File: config.mk
export PLATFORM = sky130hd
export DESIGN_NAME = ac_period_window_accumulator_core
export DESIGN_NICKNAME = d
export VERILOG_FILES = /design/src/rtl/apwa_pkg.sv /design/src/rtl/apwa_bias_tracker.sv /design/src/rtl/apwa_window_acc.sv /design/src/rtl/ac_period_window_accumulator_core.sv
export SDC_FILE = /design/constraint.sdc
export NUM_CORES = 1
export LEC_CHECK = 0
export BUFFER_PORTS_ARGS = -buffer_cell sky130_fd_sc_hd__buf_2
export CAP_MARGIN = 20
export CORE_MARGIN = 2
export CORE_UTILIZATION = 35
export DETAILED_ROUTE_END_ITERATION = 7
export GPL_ROUTABILITY_DRIVEN = 0
export SKIP_CTS_REPAIR_TIMING = 1
export SLEW_MARGIN = 10
export SYNTH_ARGS = -nofsm -noshare
export SYNTH_HDL_FRONTEND = slang
export SYNTH_SLANG_ARGS = --single-unit
File: constraint.sdc
create_clock -name clk -period 20.3 [get_ports clk]
set_clock_uncertainty 0.1 [all_clocks]
set_input_delay 2.03 -clock clk [delete_from_list [all_inputs] [get_ports clk]]
set_output_delay 2.03 -clock clk [all_outputs]
set_load 0.02 [all_outputs]
File: src/rtl/apwa_pkg.sv
// Shared types and register codes for the AC period window accumulator.
// No dependencies; imported by every module of the block.
`default_nettype none

package apwa_pkg;

  localparam int HYST_BITS   = 9;
  localparam int SHIFT_BITS  = 4;
  localparam int PERIOD_BITS = 8;
  localparam int CFG_DATA_BITS = 16;

  typedef enum logic [1:0] {
    CFG_BIAS_RATE  = 2'd0,
    CFG_HYSTERESIS = 2'd1,
    CFG_PERIODS    = 2'd2
  } cfg_reg_e;

  // crossing status handed from the bias tracker to the window accumulator
  typedef struct packed {
    logic armed;
    logic rising;
  } xing_t;

endpackage

`default_nettype wire

File: src/rtl/apwa_bias_tracker.sv
// Bias low-pass filter (Q8), hysteretic rising-crossing detector and arm flag.
// Depends on apwa_pkg.
`default_nettype none

module apwa_bias_tracker import apwa_pkg::*; #(
  parameter int SAMPLE_BITS = 10
) (
  input  wire logic                   clk,
  input  wire logic                   rst,
  input  wire logic                   step,
  input  wire logic [SAMPLE_BITS-1:0] sample,
  input  wire logic [SHIFT_BITS-1:0]  bias_rate,
  input  wire logic [HYST_BITS-1:0]   hysteresis,
  output xing_t                       xing
);

  localparam int BW = SAMPLE_BITS + 8;
  localparam int CW = ((SAMPLE_BITS > HYST_BITS) ? SAMPLE_BITS : HYST_BITS) + 2;
  localparam logic [BW-1:0] BIAS_RESET = {1'b1, {(BW-1){1'b0}}};

  logic [BW-1:0]        bias_q8;
  logic [BW-1:0]        bias_q8_next;
  logic                 last_below;
  logic                 last_below_next;
  logic                 seen;
  logic                 armed;
  logic signed [BW:0]   diff;
  logic signed [BW:0]   delta;
  logic signed [BW:0]   bias_sum;
  logic signed [CW-1:0] centered;
  logic signed [CW-1:0] hyst_s;
  logic                 below;
  logic                 above;
  logic                 rising;

  always_comb begin
    diff         = $signed({1'b0, sample, 8'b0}) - $signed({1'b0, bias_q8});
    delta        = diff >>> bias_rate;
    bias_sum     = $signed({1'b0, bias_q8}) + delta;
    bias_q8_next = bias_sum[BW-1:0];
    centered     = $signed(CW'(sample)) - $signed(CW'(bias_q8_next[BW-1:8]));
    hyst_s       = $signed(CW'(hysteresis));
    below        = centered <= -hyst_s;
    above        = centered >= hyst_s;
    rising       = seen && last_below && above;
    if (!armed && rising) begin
      last_below_next = 1'b0;
    end else if (below) begin
      last_below_next = 1'b1;
    end else if (above) begin
      last_below_next = 1'b0;
    end else begin
      last_below_next = last_below;
    end
  end

  always_ff @(posedge clk) begin
    if (rst) begin
      bias_q8    <= BIAS_RESET;
      last_below <= 1'b0;
      seen       <= 1'b0;
      armed      <= 1'b0;
    end else if (step) begin
      bias_q8    <= bias_q8_next;
      last_below <= last_below_next;
      seen       <= 1'b1;
      armed      <= armed | rising;
    end
  end

  assign xing.armed  = armed;
  assign xing.rising = rising;

endmodule

`default_nettype wire

File: src/rtl/apwa_window_acc.sv
// Window accumulators: sum, sum of squares, min, max, count, period counter.
// Depends on apwa_pkg; produces the closing record for the output register.
`default_nettype none

module apwa_window_acc import apwa_pkg::*; #(
  parameter int SAMPLE_BITS = 10
) (
  input  wire logic                       clk,
  input  wire logic                       rst,
  input  wire logic                       step,
  input  wire logic [SAMPLE_BITS-1:0]     sample,
  input  wire xing_t                      xing,
  input  wire logic [PERIOD_BITS-1:0]     periods_per_window,
  output logic                            close,
  output logic [SAMPLE_BITS+15:0]         rec_sum,
  output logic [2*SAMPLE_BITS+15:0]       rec_sum_squares,
  output logic [SAMPLE_BITS-1:0]          rec_min,
  output logic [SAMPLE_BITS-1:0]          rec_max,
  output logic [15:0]                     rec_count
);

  localparam int SW  = SAMPLE_BITS + 16;
  localparam int QW  = 2 * SAMPLE_BITS + 16;
  localparam int PW  = 2 * SAMPLE_BITS;

  logic [SW-1:0]          acc_sum;
  logic [QW-1:0]          acc_sq;
  logic [SAMPLE_BITS-1:0] acc_min;
  logic [SAMPLE_BITS-1:0] acc_max;
  logic [15:0]            acc_count;
  logic [PERIOD_BITS-1:0] period_counter;
  logic [PERIOD_BITS-1:0] period_counter_next;
  logic [SW:0]            sum_wide;
  logic [PW-1:0]          square;
  logic [QW:0]            sq_wide;
  logic                   clear;

  always_comb begin
    square    = PW'(sample) * PW'(sample);
    sum_wide  = {1'b0, acc_sum} + (SW+1)'(sample);
    sq_wide   = {1'b0, acc_sq} + (QW+1)'(square);
    rec_sum   = sum_wide[SW] ? {SW{1'b1}} : sum_wide[SW-1:0];
    rec_sum_squares = sq_wide[QW] ? {QW{1'b1}} : sq_wide[QW-1:0];
    rec_min   = (sample < acc_min) ? sample : acc_min;
    rec_max   = (sample > acc_max) ? sample : acc_max;
    rec_count = (acc_count == 16'hFFFF) ? acc_count : acc_count + 16'd1;
    period_counter_next = (xing.rising && period_counter != {PERIOD_BITS{1'b1}}) ?
                          period_counter + PERIOD_BITS'(1) : period_counter;
    close = xing.armed && (period_counter_next >= periods_per_window);
    clear = close || (!xing.armed && xing.rising);
  end

  always_ff @(posedge clk) begin
    if (rst) begin
      acc_sum        <= '0;
      acc_sq         <= '0;
      acc_min        <= '1;
      acc_max        <= '0;
      acc_count      <= '0;
      period_counter <= '0;
    end else if (step) begin
      if (clear) begin
        acc_sum        <= '0;
        acc_sq         <= '0;
        acc_min        <= '1;
        acc_max        <= '0;
        acc_count      <= '0;
        period_counter <= '0;
      end else if (xing.armed) begin
        acc_sum        <= rec_sum;
        acc_sq         <= rec_sum_squares;
        acc_min        <= rec_min;
        acc_max        <= rec_max;
        acc_count      <= rec_count;
        period_counter <= period_counter_next;
      end
    end
  end

endmodule

`default_nettype wire

File: src/rtl/ac_period_window_accumulator_core.sv
// AC period window accumulator top level: input register, config registers,
// bias tracker, window accumulators and result register. Depends on apwa_pkg.
//
// Accepts one ADC sample per clock cycle, sustained; the record of a window is
// presented by the result register after the sample closing it has passed
// through the input register. The combinational bias filter update and
// crossing compare set the critical path. Input and result sides are parted by
// the result register, so samples keep flowing while a record waits; only a
// sample that closes another window is held in the input register until the
// waiting record is taken. Config writes take effect at once and are always
// accepted.
`default_nettype none

module ac_period_window_accumulator_core import apwa_pkg::*; #(
  parameter int SAMPLE_BITS = 10
) (
  input  wire logic                       clk,
  input  wire logic                       rst,
  input  wire logic                       in_valid,
  output logic                            in_ready,
  input  wire logic [SAMPLE_BITS-1:0]     sample,
  output logic                            out_valid,
  input  wire logic                       out_ready,
  output logic [SAMPLE_BITS+15:0]         window_sum,
  output logic [2*SAMPLE_BITS+15:0]       window_sum_squares,
  output logic [SAMPLE_BITS-1:0]          window_min,
  output logic [SAMPLE_BITS-1:0]          window_max,
  output logic [15:0]                     window_count,
  input  wire logic                       cfg_valid,
  output logic                            cfg_ready,
  input  wire logic [1:0]                 cfg_index,
  input  wire logic [CFG_DATA_BITS-1:0]   cfg_data
);

  logic [SHIFT_BITS-1:0]    bias_rate;
  logic [HYST_BITS-1:0]     hysteresis;
  logic [PERIOD_BITS-1:0]   periods_per_window;
  logic                     in_full;
  logic [SAMPLE_BITS-1:0]   in_sample;
  logic                     adv;
  xing_t                    xing;
  logic                     close;
  logic [SAMPLE_BITS+15:0]  rec_sum;
  logic [2*SAMPLE_BITS+15:0] rec_sum_squares;
  logic [SAMPLE_BITS-1:0]   rec_min;
  logic [SAMPLE_BITS-1:0]   rec_max;
  logic [15:0]              rec_count;

  assign cfg_ready = 1'b1;
  assign adv       = in_full && (!close || !out_valid || out_ready);
  assign in_ready  = !in_full || adv;

  always_ff @(posedge clk) begin
    if (rst) begin
      bias_rate          <= SHIFT_BITS'(6);
      hysteresis         <= HYST_BITS'(8);
      periods_per_window <= PERIOD_BITS'(25);
    end else if (cfg_valid) begin
      case (cfg_reg_e'(cfg_index))
        CFG_BIAS_RATE:  bias_rate          <= cfg_data[SHIFT_BITS-1:0];
        CFG_HYSTERESIS: hysteresis         <= cfg_data[HYST_BITS-1:0];
        CFG_PERIODS:    periods_per_window <= cfg_data[PERIOD_BITS-1:0];
        default: ;
      endcase
    end
  end

  always_ff @(posedge clk) begin
    if (rst) begin
      in_full <= 1'b0;
    end else if (in_valid && in_ready) begin
      in_full <= 1'b1;
    end else if (adv) begin
      in_full <= 1'b0;
    end
  end

  always_ff @(posedge clk) begin
    if (in_valid && in_ready) begin
      in_sample <= sample;
    end
  end

  apwa_bias_tracker #(.SAMPLE_BITS(SAMPLE_BITS)) u_bias (
    .clk        (clk),
    .rst        (rst),
    .step       (adv),
    .sample     (in_sample),
    .bias_rate  (bias_rate),
    .hysteresis (hysteresis),
    .xing       (xing)
  );

  apwa_window_acc #(.SAMPLE_BITS(SAMPLE_BITS)) u_acc (
    .clk                (clk),
    .rst                (rst),
    .step               (adv),
    .sample             (in_sample),
    .xing               (xing),
    .periods_per_window (periods_per_window),
    .close              (close),
    .rec_sum            (rec_sum),
    .rec_sum_squares    (rec_sum_squares),
    .rec_min            (rec_min),
    .rec_max            (rec_max),
    .rec_count          (rec_count)
  );

  always_ff @(posedge clk) begin
    if (rst) begin
      out_valid <= 1'b0;
    end else if (adv && close) begin
      out_valid <= 1'b1;
    end else if (out_ready) begin
      out_valid <= 1'b0;
    end
  end

  always_ff @(posedge clk) begin
    if (adv && close) begin
      window_sum         <= rec_sum;
      window_sum_squares <= rec_sum_squares;
      window_min         <= rec_min;
      window_max         <= rec_max;
      window_count       <= rec_count;
    end
  end

  a_close_armed: assert property (@(posedge clk) disable iff (rst)
    close |-> xing.armed)
    else $error("window closed while not armed");

  a_record_sane: assert property (@(posedge clk) disable iff (rst)
    out_valid |-> (window_count != 16'd0) && (window_min <= window_max))
    else $error("closed window record is inconsistent");

  a_stall_full: assert property (@(posedge clk) disable iff (rst)
    !in_ready |-> in_full && out_valid && !out_ready)
    else $error("input stalled without a blocked result");

  a_result_needs_sample: assert property (@(posedge clk) disable iff (rst)
    $rose(out_valid) |-> $past(in_full))
    else $error("result appeared without a sample in flight");

endmodule

`default_nettype wire

# [Yosys cells after proc, flatten, opt, wreduce, memory -nomap -nowiden]
# Cells that the tools add are included.
# Widths: inputs -> output; s select.
[totals] wordCells=92 register_bits=258 input_bits=33 output_inout_bits=101
[classes] eq_ne=4 n_reduce_logical=26 n_mux=25 bitwise=1 n_lt_le_gt_ge=5 shift=1 addsub=8 multipliers=1
[op_table] op="$mux 36" count=3
[op_table] op="$mux 26" count=3
[op_table] op="$mux 10" count=6
[op_table] op="$mux 16" count=3
[op_table] op="$add 36x20->37" count=1
[op_table] op="$add 26x10->27" count=1
[op_table] op="$mux 8" count=3
[op_table] op="$mul 10x10->20" count=1
[op_table] op="$sshr 19x4->18" count=1
[op_table] op="$sub 18x18->19" count=1
[op_table] op="$add 18x18->18" count=1
[op_table] op="$add 16x1->16 const B" count=1
[op_table] op="$eq 16x16->1 const B" count=1
[op_table] op="$ge 12x10->1" count=1
[op_table] op="$le 12x12->1" count=1
[op_table] op="$neg 9->12" count=1
[op_table] op="$sub 10x10->11" count=1
[op_table] op="$gt 10x10->1" count=1
[op_table] op="$lt 10x10->1" count=1
[op_table] op="$reduce_and 2->1" count=5
[op_table] op="$add 8x1->8 const B" count=1
[op_table] op="$ge 8x8->1" count=1
[op_table] op="$logic_and 1x1->1" count=8
[op_table] op="$ne 8x8->1 const B" count=1
[op_table] op="9 further kinds" count=23

# [Depth between registers and ports, before layout]
# Gate-level depths: netlist (run 1).
[depth] depth_word=17 ltp_mapped=53

# [Hierarchy]
# From an unflattened synthesis (run 1), not the netlist that was laid out.
[unflattened] cells_unflattened=2035 area_unflattened_um2=18760.5
[modules_own_cells] module="apwa_window_acc" instances=1 cells_each=1265 seq_area_each_um2=2122.0 area_each_um2=10274.9
[modules_own_cells] module="ac_period_window_accumulator_core" instances=1 cells_each=208 seq_area_each_um2=3703.6 area_each_um2=4242.8
[modules_own_cells] module="apwa_bias_tracker" instances=1 cells_each=562 seq_area_each_um2=420.4 area_each_um2=4242.8

# [Worst setup path after synthesis (run 1)]
# Ideal clock, no wire load.
[synth_path] kind="reg2reg" from="reg in_sample[0]" to="reg window_count[0], enable pin" period_less_slack_ns=14.357 setup_slack_ns=5.943 setup_ns=0.556 stages_incl_launch_ff=47 t_required_ns=19.644 arrival_ns=13.701 cell_sequence="edfxtp_1 > ha_1 > nor3b_1 > a311oi_1 > o211ai_1 > a31o_2 > a21oi_1 > xor2_1 > o21a_1 > nand2_1 > a32oi_1 > mux2i_1 > ha_1 > o21ai_0 > o21bai_1 > a21oi_1 > o21bai_1 > a21oi_1 > [... 11 more ...] > ha_1 > or3_1 > a221o_1 > a31oi_1 > nor2_1 > o311ai_0 > a21oi_1 > o21ai_2 > nor3_2 > and3_1 > xnor2_1 > ha_1 > a2111oi_0 > a21oi_1 > nand2_1 > o21ai_1 > clkbuf_1 > nor2_1"
[synth_between] elab_chain_len=15
[synth_lines] item="from (decl)" line_no="ac_period_window_accumulator_core.sv:39" source="logic [SAMPLE_BITS-1:0] in_sample;"
[synth_lines] item="from (signal assigned)" line_no="ac_period_window_accumulator_core.sv:80" source="in_sample <= sample;"
[synth_lines] item="$sub 18x18->19" line_no="apwa_bias_tracker.sv:37" source="diff = $signed({1'b0, sample, 8'b0}) - $signed({1'b0, bias_q8});"
[synth_lines] item="$sshr 19x4->18" line_no="apwa_bias_tracker.sv:38" source="delta = diff >>> bias_rate;"
[synth_lines] item="$add 18x18->18" line_no="apwa_bias_tracker.sv:39" source="bias_sum = $signed({1'b0, bias_q8}) + delta;"
[synth_lines] item="$sub 10x10->11 (*)" line_no="apwa_bias_tracker.sv:41" source="centered = $signed(CW'(sample)) - $signed(CW'(bias_q8_next[BW-1:8]));"
[synth_lines] item="$ge 12x10->1 (*)" line_no="apwa_bias_tracker.sv:44" source="above = centered >= hyst_s;"
[synth_lines] item="$logic_and 1x1->1 (*)" line_no="apwa_bias_tracker.sv:45" source="rising = seen && last_below && above;"
[synth_lines] item="$logic_and 1x1->1 (*)" line_no="apwa_window_acc.sv:47" source="period_counter_next = (xing.rising && period_counter != {PERIOD_BITS{1'b1}}) ?"
[synth_lines] item="$mux 8 (*)" line_no="apwa_window_acc.sv:47"
[synth_lines] item="$ge 8x8->1 (*)" line_no="apwa_window_acc.sv:49" source="close = xing.armed && (period_counter_next >= periods_per_window);"
[synth_lines] item="$logic_and 1x1->1 (*)" line_no="apwa_window_acc.sv:49"
[synth_lines] item="$logic_not 1->1" line_no="ac_period_window_accumulator_core.sv:50" source="assign adv = in_full && (!close || !out_valid || out_ready);"
[synth_lines] item="$logic_or 1x1->1 (2 in a row)" line_no="ac_period_window_accumulator_core.sv:50"
[synth_lines] item="$logic_and 1x1->1" line_no="ac_period_window_accumulator_core.sv:50"
[synth_lines] item="$logic_and 1x1->1 (*)" line_no="ac_period_window_accumulator_core.sv:120" source="if (adv && close) begin"
[synth_lines] item="to (signal assigned)" line_no="ac_period_window_accumulator_core.sv:125" source="window_count <= rec_count;"
[synth_lines] item="to (decl)" line_no="ac_period_window_accumulator_core.sv:28" source="output logic [15:0] window_count,"
# Mark *: on every way between the ends. The rest lies on a longest branch, timed or not.
# A chain may end at the register's enable or synchronous reset.

# [Final worst setup path (run 1)]
[layout_path] from="reg in_sample[0]" to="out in_ready"
[layout_between] elab_chain_len=15
[layout_lines] item="$sub 18x18->19" line_no="apwa_bias_tracker.sv:37"
[layout_lines] item="$sshr 19x4->18" line_no="apwa_bias_tracker.sv:38"
[layout_lines] item="$add 18x18->18" line_no="apwa_bias_tracker.sv:39"
[layout_lines] item="$sub 10x10->11 (*)" line_no="apwa_bias_tracker.sv:41"
[layout_lines] item="$ge 12x10->1 (*)" line_no="apwa_bias_tracker.sv:44"
[layout_lines] item="$logic_and 1x1->1 (*)" line_no="apwa_bias_tracker.sv:45"
[layout_lines] item="$logic_and 1x1->1 (*)" line_no="apwa_window_acc.sv:47"
[layout_lines] item="$mux 8 (*)" line_no="apwa_window_acc.sv:47"
[layout_lines] item="$ge 8x8->1 (*)" line_no="apwa_window_acc.sv:49"
[layout_lines] item="$logic_and 1x1->1 (*)" line_no="apwa_window_acc.sv:49"
[layout_lines] item="$logic_not 1->1 (*)" line_no="ac_period_window_accumulator_core.sv:50"
[layout_lines] item="$logic_or 1x1->1 (*) (2 in a row)" line_no="ac_period_window_accumulator_core.sv:50"
[layout_lines] item="$logic_and 1x1->1 (*)" line_no="ac_period_window_accumulator_core.sv:50"
[layout_lines] item="$logic_or 1x1->1 (*)" line_no="ac_period_window_accumulator_core.sv:51" source="assign in_ready = !in_full || adv;"
[layout_lines] item="to (decl)" line_no="ac_period_window_accumulator_core.sv:20" source="output logic in_ready,"
# Marked as above.

==> out/summary.txt, run 1 <==
Post-layout power: 2.30 mW
Clk_lat worst skew: 0.57 ns
Startpoint Class: flip-flop
Commonest non-fill, non-tap cells in the layout: 185 x inv_1, 177 x nand2_1, 153 x ha_1
Post-synth EDFFs: 108
Worst slew pin tran: 0.998 ns
RSZ-0062 raised after global routing: false
First-pass GRT wire length: 72.6 mm
Number of H-tree levels: 1
Layout cell share with drive strength beyond 1: 12.2%
Vias: 14211
Worst path buffer plus inverter count: 3
Worst EP required: 18.17 ns
Critical Path Slowest Stage Cell: edfxtp_1
WL per Instance: 16.7 microns
Vias in the first global route: 13893
Outcome: finished clean
Num rows: 82
Area growth syn-to-layout: 12.7%
Most common cell on crit path: a21oi_1
Finished Core Util: 40.2%
Worst vdd ir: 0.0768 mV
Final net count: 2267
Commonest non-fill, non-tap cell in the layout: inv_1
FF+latch count, synth: 258
CTS tree: yes
Max Buffers Root-to-Sink: 3
Largest net degree at the start of global routing: 83
Worst hold start: bias_rate[2]$_SDFFE_PP1P_
Fin crit period: 14.49 ns
Die Ht: 230 microns
DRC Markers: 0
Reg2reg start: in_sample[0]$_DFFE_PP_
Setup violators final: 0
Initial antenna violation count: 0
DRT Wirelength: 45.2 mm
Sequential fraction of the synthesis area: 34.8%
CP Data Arrival Time: 12.36 ns
Filler Cells Inserted: 4916
Pins over their slew limit: 0
Yosys top cell by area: edfxtp_1
Initial core utilization: 35.6%
Setup_tns: 0 ns
Number of routed nets with antenna violations: 0
Pwr Density: 114 nW/um^2
Distinct cells, synth: 88
HPWL Detailed: 32.8 mm
Number of max-cap violations: 0
Cells after synthesis: 1915
Slew headroom: 33.4%
CORE AREA: 50400 sq um
Crit Path Max Fanout: 19
Top_reg_cell synth: dfxtp_1
Leakage: 8.51 nW
Setup crit start: in_sample[0]$_DFFE_PP_
Syn Nets: 2169
Fmax achieved: 0.0690 GHz
Syn. warnings: 0
Final Cycle Share: 71.4%
Mapped cell area: 17900 sq um
Overflow left after global routing: 0
Final hold viol count: 0
Count of input and output buffers: 125
Type of the most critical hold path: flip-flop to flip-flop
Die area: 53100 sq um
Root buffer cell: clkbuf_16
# IOs: 134
Detailed-route vias per instance: 5.25
Async S/R FF share, synth: 0%
Gr usage total: 16.8%
Area share of the largest cell type after synthesis: 18.1%
Top post-synthesis cells by area: edfxtp_1 18%, dfxtp_1 17%, ha_1 11%
Drt pass-1 iters: 7
DRT iter0 DRCs: 946
Crit Path Category: flip-flop to output pin
Chip width: 230 microns
Synth Area per Inst: 9.37 sq um
CTS Buf Count: 29
Family with the most delay on the worst path: compound AO/OA/AOI/OAI gates
CTS clock-pin slew for the worst setup and hold paths: 0.06 ns
Max stage delay on crit path: 0.74 ns
Endpoint class of the critical path: output pin
Clock sink count: 258
metal layers:
| layer | part of all wire [%] | wire [microns] | track usage [%] | up-vias |
|---|---|---|---|---|
| met5 | 0 | 0 | 0 | - |
| met4 | 2.4 | 1070 | 4.78 | 0 |
| met3 | 5.1 | 2290 | 2.61 | 61 |
| met2 | 47 | 21100 | 28.2 | 291 |
| met1 | 46 | 20800 | 22.4 | 6861 |
| li1 | - | - | - | 6998 |
kinds of logic (layout without fill, tap and decap cells):
kind of cell | count (synthesis) | count (layout) | synth area share, %
AOI/OAI and AO/OA | 459 | 459 | 17.5
DFF | 258 | 258 | 34.8
and+or+nand+nor | 540 | 540 | 14.3
xor gates and xnor gates | 92 | 92 | 4.49
adders and majority gates | 224 | 224 | 18.4
muxes | 74 | 74 | 4.48
buffers and inverters | 267 | 387 | 5.94
other | 1 | 2 | 0.0209
per-stage QoR:
stage	area, sq um	cells	hold slack [ns]	setup slack (ns)
floorplan	17900	1915	0.341	5.94
global placement	19200	2652	0.357	6.56
detailed placement	19200	2653	0.364	6.44
CTS	20200	2706	0.379	5.77
global route	20200	2707	0.404	4.79
finish	20200	2708	0.373	5.81
tightest hold or removal path: cells and delay by family (launching register included):
| family | cells | cell delay [ns] |
|---|---|---|
| flip-flops | 1 | 0.33 |
| multiplexers | 1 | 0.06 |
| AND/OR/NAND/NOR | 1 | 0.05 |
report_power, final:
part,leakage (nW),switching (mW),total (mW),internal (mW)
sequential,2.14,0.0195,0.587,0.568
combinational,5.91,0.675,1.17,0.497
clock,0.465,0.225,0.540,0.315
cells in the mapped netlist (all sizes together), types with 17 or more instances:
master  instances
fa             68
a31oi          21
a22o           62
nor3           36
and3           21
a21oi         104
clkbuf         63
nand2         177
a21o           26
mux2           21
inv           187
o21a           28
ha            153
dfxtp         150
nor2          129
nand3          36
nand4          21
mux2i          50
xor2           20
and2           25
edfxtp        108
nand2b         22
xnor2          72
or3            17
o21ai         108
cell type report:
| type | instances | area, sq um | area share, % |
|---|---|---|---|
| tap | 672 | 841 | 4.16 |
| inverter | 188 | 706 | 3.49 |
| sequential | 258 | 6250 | 30.9 |
| multi-input combinational | 1390 | 10700 | 52.7 |
| clock inverter | 18 | 213 | 1.05 |
| timing repair buffer | 146 | 823 | 4.07 |
| antenna | 1 | 2.50 | 0.0124 |
| clock buffer | 35 | 748 | 3.70 |
flip-flops by register name, summed over array words and instances, names as in the netlist, 4 cells and up:
register              count
periods_per_window        8
in_sample                10
window_count             16
bias_rate                 4
window_max               10
window_min               10
u_acc.period_counter      8
u_acc.acc_min            10
hysteresis                9
u_bias.bias_q8           18
window_sum_squares       36
window_sum               26
u_acc.acc_max            10
u_acc.acc_sum            26
u_acc.acc_count          16
u_acc.acc_sq             36
worst paths after layout:
path | to | slack, ns | depth (start not counted)
worst max register to register | u_acc.acc_sq[24]$_SDFFE_PP0P_ | 6.80 | 49
worst max-delay path | in_ready | 5.81 | 48
worst min register to register | bias_rate[2]$_SDFFE_PP1P_ | 0.37 | 2
worst min-delay path | bias_rate[2]$_SDFFE_PP1P_ | 0.37 | 2
(Power assumes the default switching activity.)
==> inputs of run 2 (changes only) <==
--- a/config.mk
+++ b/config.mk
@@ -5,6 +5,7 @@
 export SDC_FILE = /design/constraint.sdc
 export NUM_CORES = 1
 export LEC_CHECK = 0
+export ABC_AREA = 1
 export BUFFER_PORTS_ARGS = -buffer_cell sky130_fd_sc_hd__buf_2
 export CAP_MARGIN = 20
 export CORE_MARGIN = 2
==> constraint.sdc (replaced) <==
create_clock -name clk -period 14.9 [get_ports clk]
set_clock_uncertainty 0.1 [all_clocks]
set_input_delay 1.49 -clock clk [delete_from_list [all_inputs] [get_ports clk]]
set_output_delay 1.49 -clock clk [all_outputs]
set_load 0.02 [all_outputs]
==> run 2 against run 1 <==
  * Cell count is 15% higher
  * Sequential cell count stayed put
  * Clock power is 59% higher
  * Routed wire length hardly changed
  * Setup slack worse by 2.7 ns
  * Critical endpoint is now u_acc.acc_min[7]$_SDFFE_PP1P_
==> out/summary.txt, run 2 <==
Outcome: finished clean
CORE AREA: 51500 sq um (+2.3%)
CTS tree: yes
Startpoint Class: flip-flop
Initial core utilization: 35.5% (-0.11 points)
Net Sw Power: 1.25 mW (+36%)
Worst EP required: 15.24 ns (-2.93 ns)
Final net count: 2662 (+17%)
Area growth syn-to-layout: 13.1%
Met1 wire length: 20.7 mm (-0.43%)
Setup violators final: 0 (unchanged)
DRT iter0 DRCs: 1000 (+5.7%)
Antenna cells: 0 (-1)
Cells after synthesis: 2310 (+21%)
Type of the most critical hold path: flip-flop to flip-flop
Family with the most delay on the worst path: simple AND/OR/NAND/NOR gates
Most frequent cells after synthesis: 562 x nand2_1, 333 x inv_1, 201 x a21oi_1
Leakage: 9.00 nW (+5.7%)
Mapped cell area: 18300 sq um (+1.9%)
Vias: 15343 (+8.0%)
Top post-synthesis cells by area: edfxtp_1 18%, dfxtp_1 16%, nand2_1 12%
Overflow left after global routing: 0 (unchanged)
Post-synth EDFFs: 108 (unchanged)
CTS clock-pin slew for the worst setup and hold paths: 0.06 ns (about the same)
Syn. warnings: 0 (unchanged)
Die Ht: 233 microns (+0.94%)
Synth Area in XOR/XNOR: 4.07% (-0.42 points)
Gate power share: 46.7% (-4.2 points)
Num rows: 83 (+1.2%)
DRT Wirelength: 45.2 mm (about the same)
Cell internal pwr: 1.86 mW (+35%)
Final hold slack: 0.362 ns (-0.0110 ns)
Reg2reg setup slack: 3.07 ns (-3.73 ns)
Clk pwr share: 27.6% (+4.1 points)
CP Data Arrival Time: 12.17 ns (-0.19 ns)
Distinct cells, synth: 57 (-35%)
Most instantiated library cell after synthesis: nand2_1
Pins over their slew limit: 0 (unchanged)
Final cell count without fillers: 3112 (+15%)
Worst vdd ir: 0.121 mV (+58%)
Worst path buffer plus inverter count: 4 (+1)
Adder-Cell Fraction of Synth Area: 17.9% (-0.51 points)
Endpoint class of the critical path: flip-flop
Final Cycle Share: 79.4%
Setup_tns: 0 ns (unchanged)
Number of H-tree levels: 1 (unchanged)
Fin crit period: 11.83 ns
WL per Instance: 14.5 microns (-13%)
Compound-Gate Fraction of Synth Area: 13.6% (-3.9 points)
FF+latch count, synth: 258 (unchanged)
Area share of the largest cell type after synthesis: 17.7% (-0.34 points)
Die area: 54100 sq um (+1.9%)
Drt pass-1 iters: 5 (-2)
Root buffer cell: clkbuf_16
Yosys top cell by area: edfxtp_1
CTS Buf Count: 30 (+3.4%)
Area after DPL: 19500 sq um (+1.5%)
Fin area: 20700 sq um (+2.3%)
Async S/R FF share, synth: 0% (unchanged)
Post-layout power: 3.10 mW (+35%)
Slew headroom: 31.9% (-1.5 points)
First-pass GRT wire length: 74.3 mm (+2.2%)
Synth Area per Inst: 7.92 sq um (-15%)
Met3 WL post-DR: 2.26 mm (-1.6%)
Commonest non-fill, non-tap cell in the layout: nand2_1
Vias in the first global route: 14867 (+7.0%)
Syn Nets: 2564 (+18%)
Largest net degree at the start of global routing: 82 (-1.2%)
HPWL Detailed: 32.8 mm (about the same)
Fmax achieved: 0.0846 GHz
Max Buffers Root-to-Sink: 3 (unchanged)
Count of input and output buffers: 125 (unchanged)
Largest family of logic cells by synthesized area: simple AND/OR/NAND/NOR gates
Met2 Wirelength: 21.1 mm (+0.38%)
Chip width: 233 microns (+0.94%)
Detailed-route vias per instance: 4.93 (-6.1%)
Simple-Gate Fraction of Synth Area: 21.1% (+6.8 points)
Commonest non-fill, non-tap cells in the layout: 562 x nand2_1, 332 x inv_1, 201 x a21oi_1
Gr usage total: 16.8% (about the same)
Critical Path Slowest Stage Cell: nand2_4
Crit Path Max Fanout: 53 (+34)
Layout cell share with drive strength beyond 1: 12.4% (+0.23 points)
Final hold viol count: 0 (unchanged)
DRC Markers: 0 (unchanged)
RSZ-0062 raised after global routing: false
Number of max-cap violations: 0 (unchanged)
Number of routed nets with antenna violations: 0 (unchanged)
Largest regs: u_acc.acc_sq x36, window_sum_squares x36
Clock sink count: 258 (unchanged)
Clk_lat worst skew: 0.60 ns (+0.03 ns)
Post-placement cell count: 3056 (+15%)
Sw Share: 40.2% (+0.21 points)
Most common cell on crit path: nand2_1
Initial antenna violation count: 1 (+1)
# IOs: 134 (unchanged)
Crit Path Category: flip-flop to flip-flop
Max stage delay on crit path: 0.85 ns (+0.11 ns)
Worst slew pin tran: 1.02 ns (+0.0238 ns)
Top_reg_cell synth: dfxtp_1
Sequential fraction of the synthesis area: 34.1% (-0.66 points)
Part of the power in registers: 25.7% (+0.2 points)
Max layer used: met4
Pwr Density: 150 nW/um^2 (+32%)
Mux contribution to synthesized area: 0.109% (-4.4 points)
-- run 2: changes by cell type after synthesis, moves of 37 or more --
cell     before  now
a21oi_1     103  201
a22o_1       62    0
inv_1       185  333
mux2i_1      50    2
nand2_1     177  562
nand3_1      36  103
nor2_1      129   76
o21ai_0     105  142
xnor2_1      72   24
xor2_1       20   61
-- run 2: cell type report --
cell class	instances	area [sq um]
Fill cell	5252	30800
Multi-Input combinational cell	1637	10400
Sequential cell	258	6250
Inverter	340	1280
Tap cell	680	851
Clock buffer	33	772
Timing Repair Buffer	141	748
Clock inverter	23	387
-- run 2: path summary, 6_finish.rpt --
check / cells past startpoint / start / endpoint
max: 55 / in_sample[0]$_DFFE_PP_ / u_acc.acc_min[7]$_SDFFE_PP1P_
min: 2 / u_acc.acc_max[9]$_SDFFE_PP0P_ / u_acc.acc_max[9]$_SDFFE_PP0P_
max reg2reg: 55 / in_sample[0]$_DFFE_PP_ / u_acc.acc_min[7]$_SDFFE_PP1P_
min reg2reg: 2 / u_acc.acc_max[9]$_SDFFE_PP0P_ / u_acc.acc_max[9]$_SDFFE_PP0P_
-- run 2: worst min-delay path: stages, from the launching register on --
cell and delay (ns):
dfxtp_1 0.31, nand2_1 0.06, a21oi_1 0.05
-- run 2: cells by family (layout without fill, tap and decap cells) --
family                   after synthesis  after routing
AND/OR/NAND/NOR                      888            888
AO/OA/AOI/OAI                        440            440
buffers and inverters                415            537
flip-flops                           258            258
adder cells (fa/ha/maj)              221            221
XOR/XNOR                              85             85
multiplexers                           2              2
other                                  1              1
-- run 2: power by group through the flow --
stage | Sequential, mW | Clock (mW) | Combinational [mW]
after global placement | 0.813 | 0 | 1.41
after detailed placement | 0.814 | 0 | 1.43
final | 0.799 | 0.857 | 1.45
after floorplan | 0.809 | 0 | 1.11
after CTS | 0.798 | 0.880 | 1.45
after global routing | 0.800 | 0.908 | 1.66
-- run 2: metal layers --
layer	global-route usage, %	up-vias
met5	0	-
met4	4.86	0
met3	2.16	65
met2	28.9	365
met1	21.9	7154
li1	-	7759
-- run 2: per-stage QoR --
| step | setup WS (ns) | utilization (%) |
|---|---|---|
| final | 3.07 | 40.2 |
| after global placement | 3.36 | 37.9 |
| after global routing | 1.89 | 40.2 |
| after CTS | 3.12 | 40.2 |
| after floorplan | 5.10 | - |
| after detailed placement | 3.18 | 37.9 |
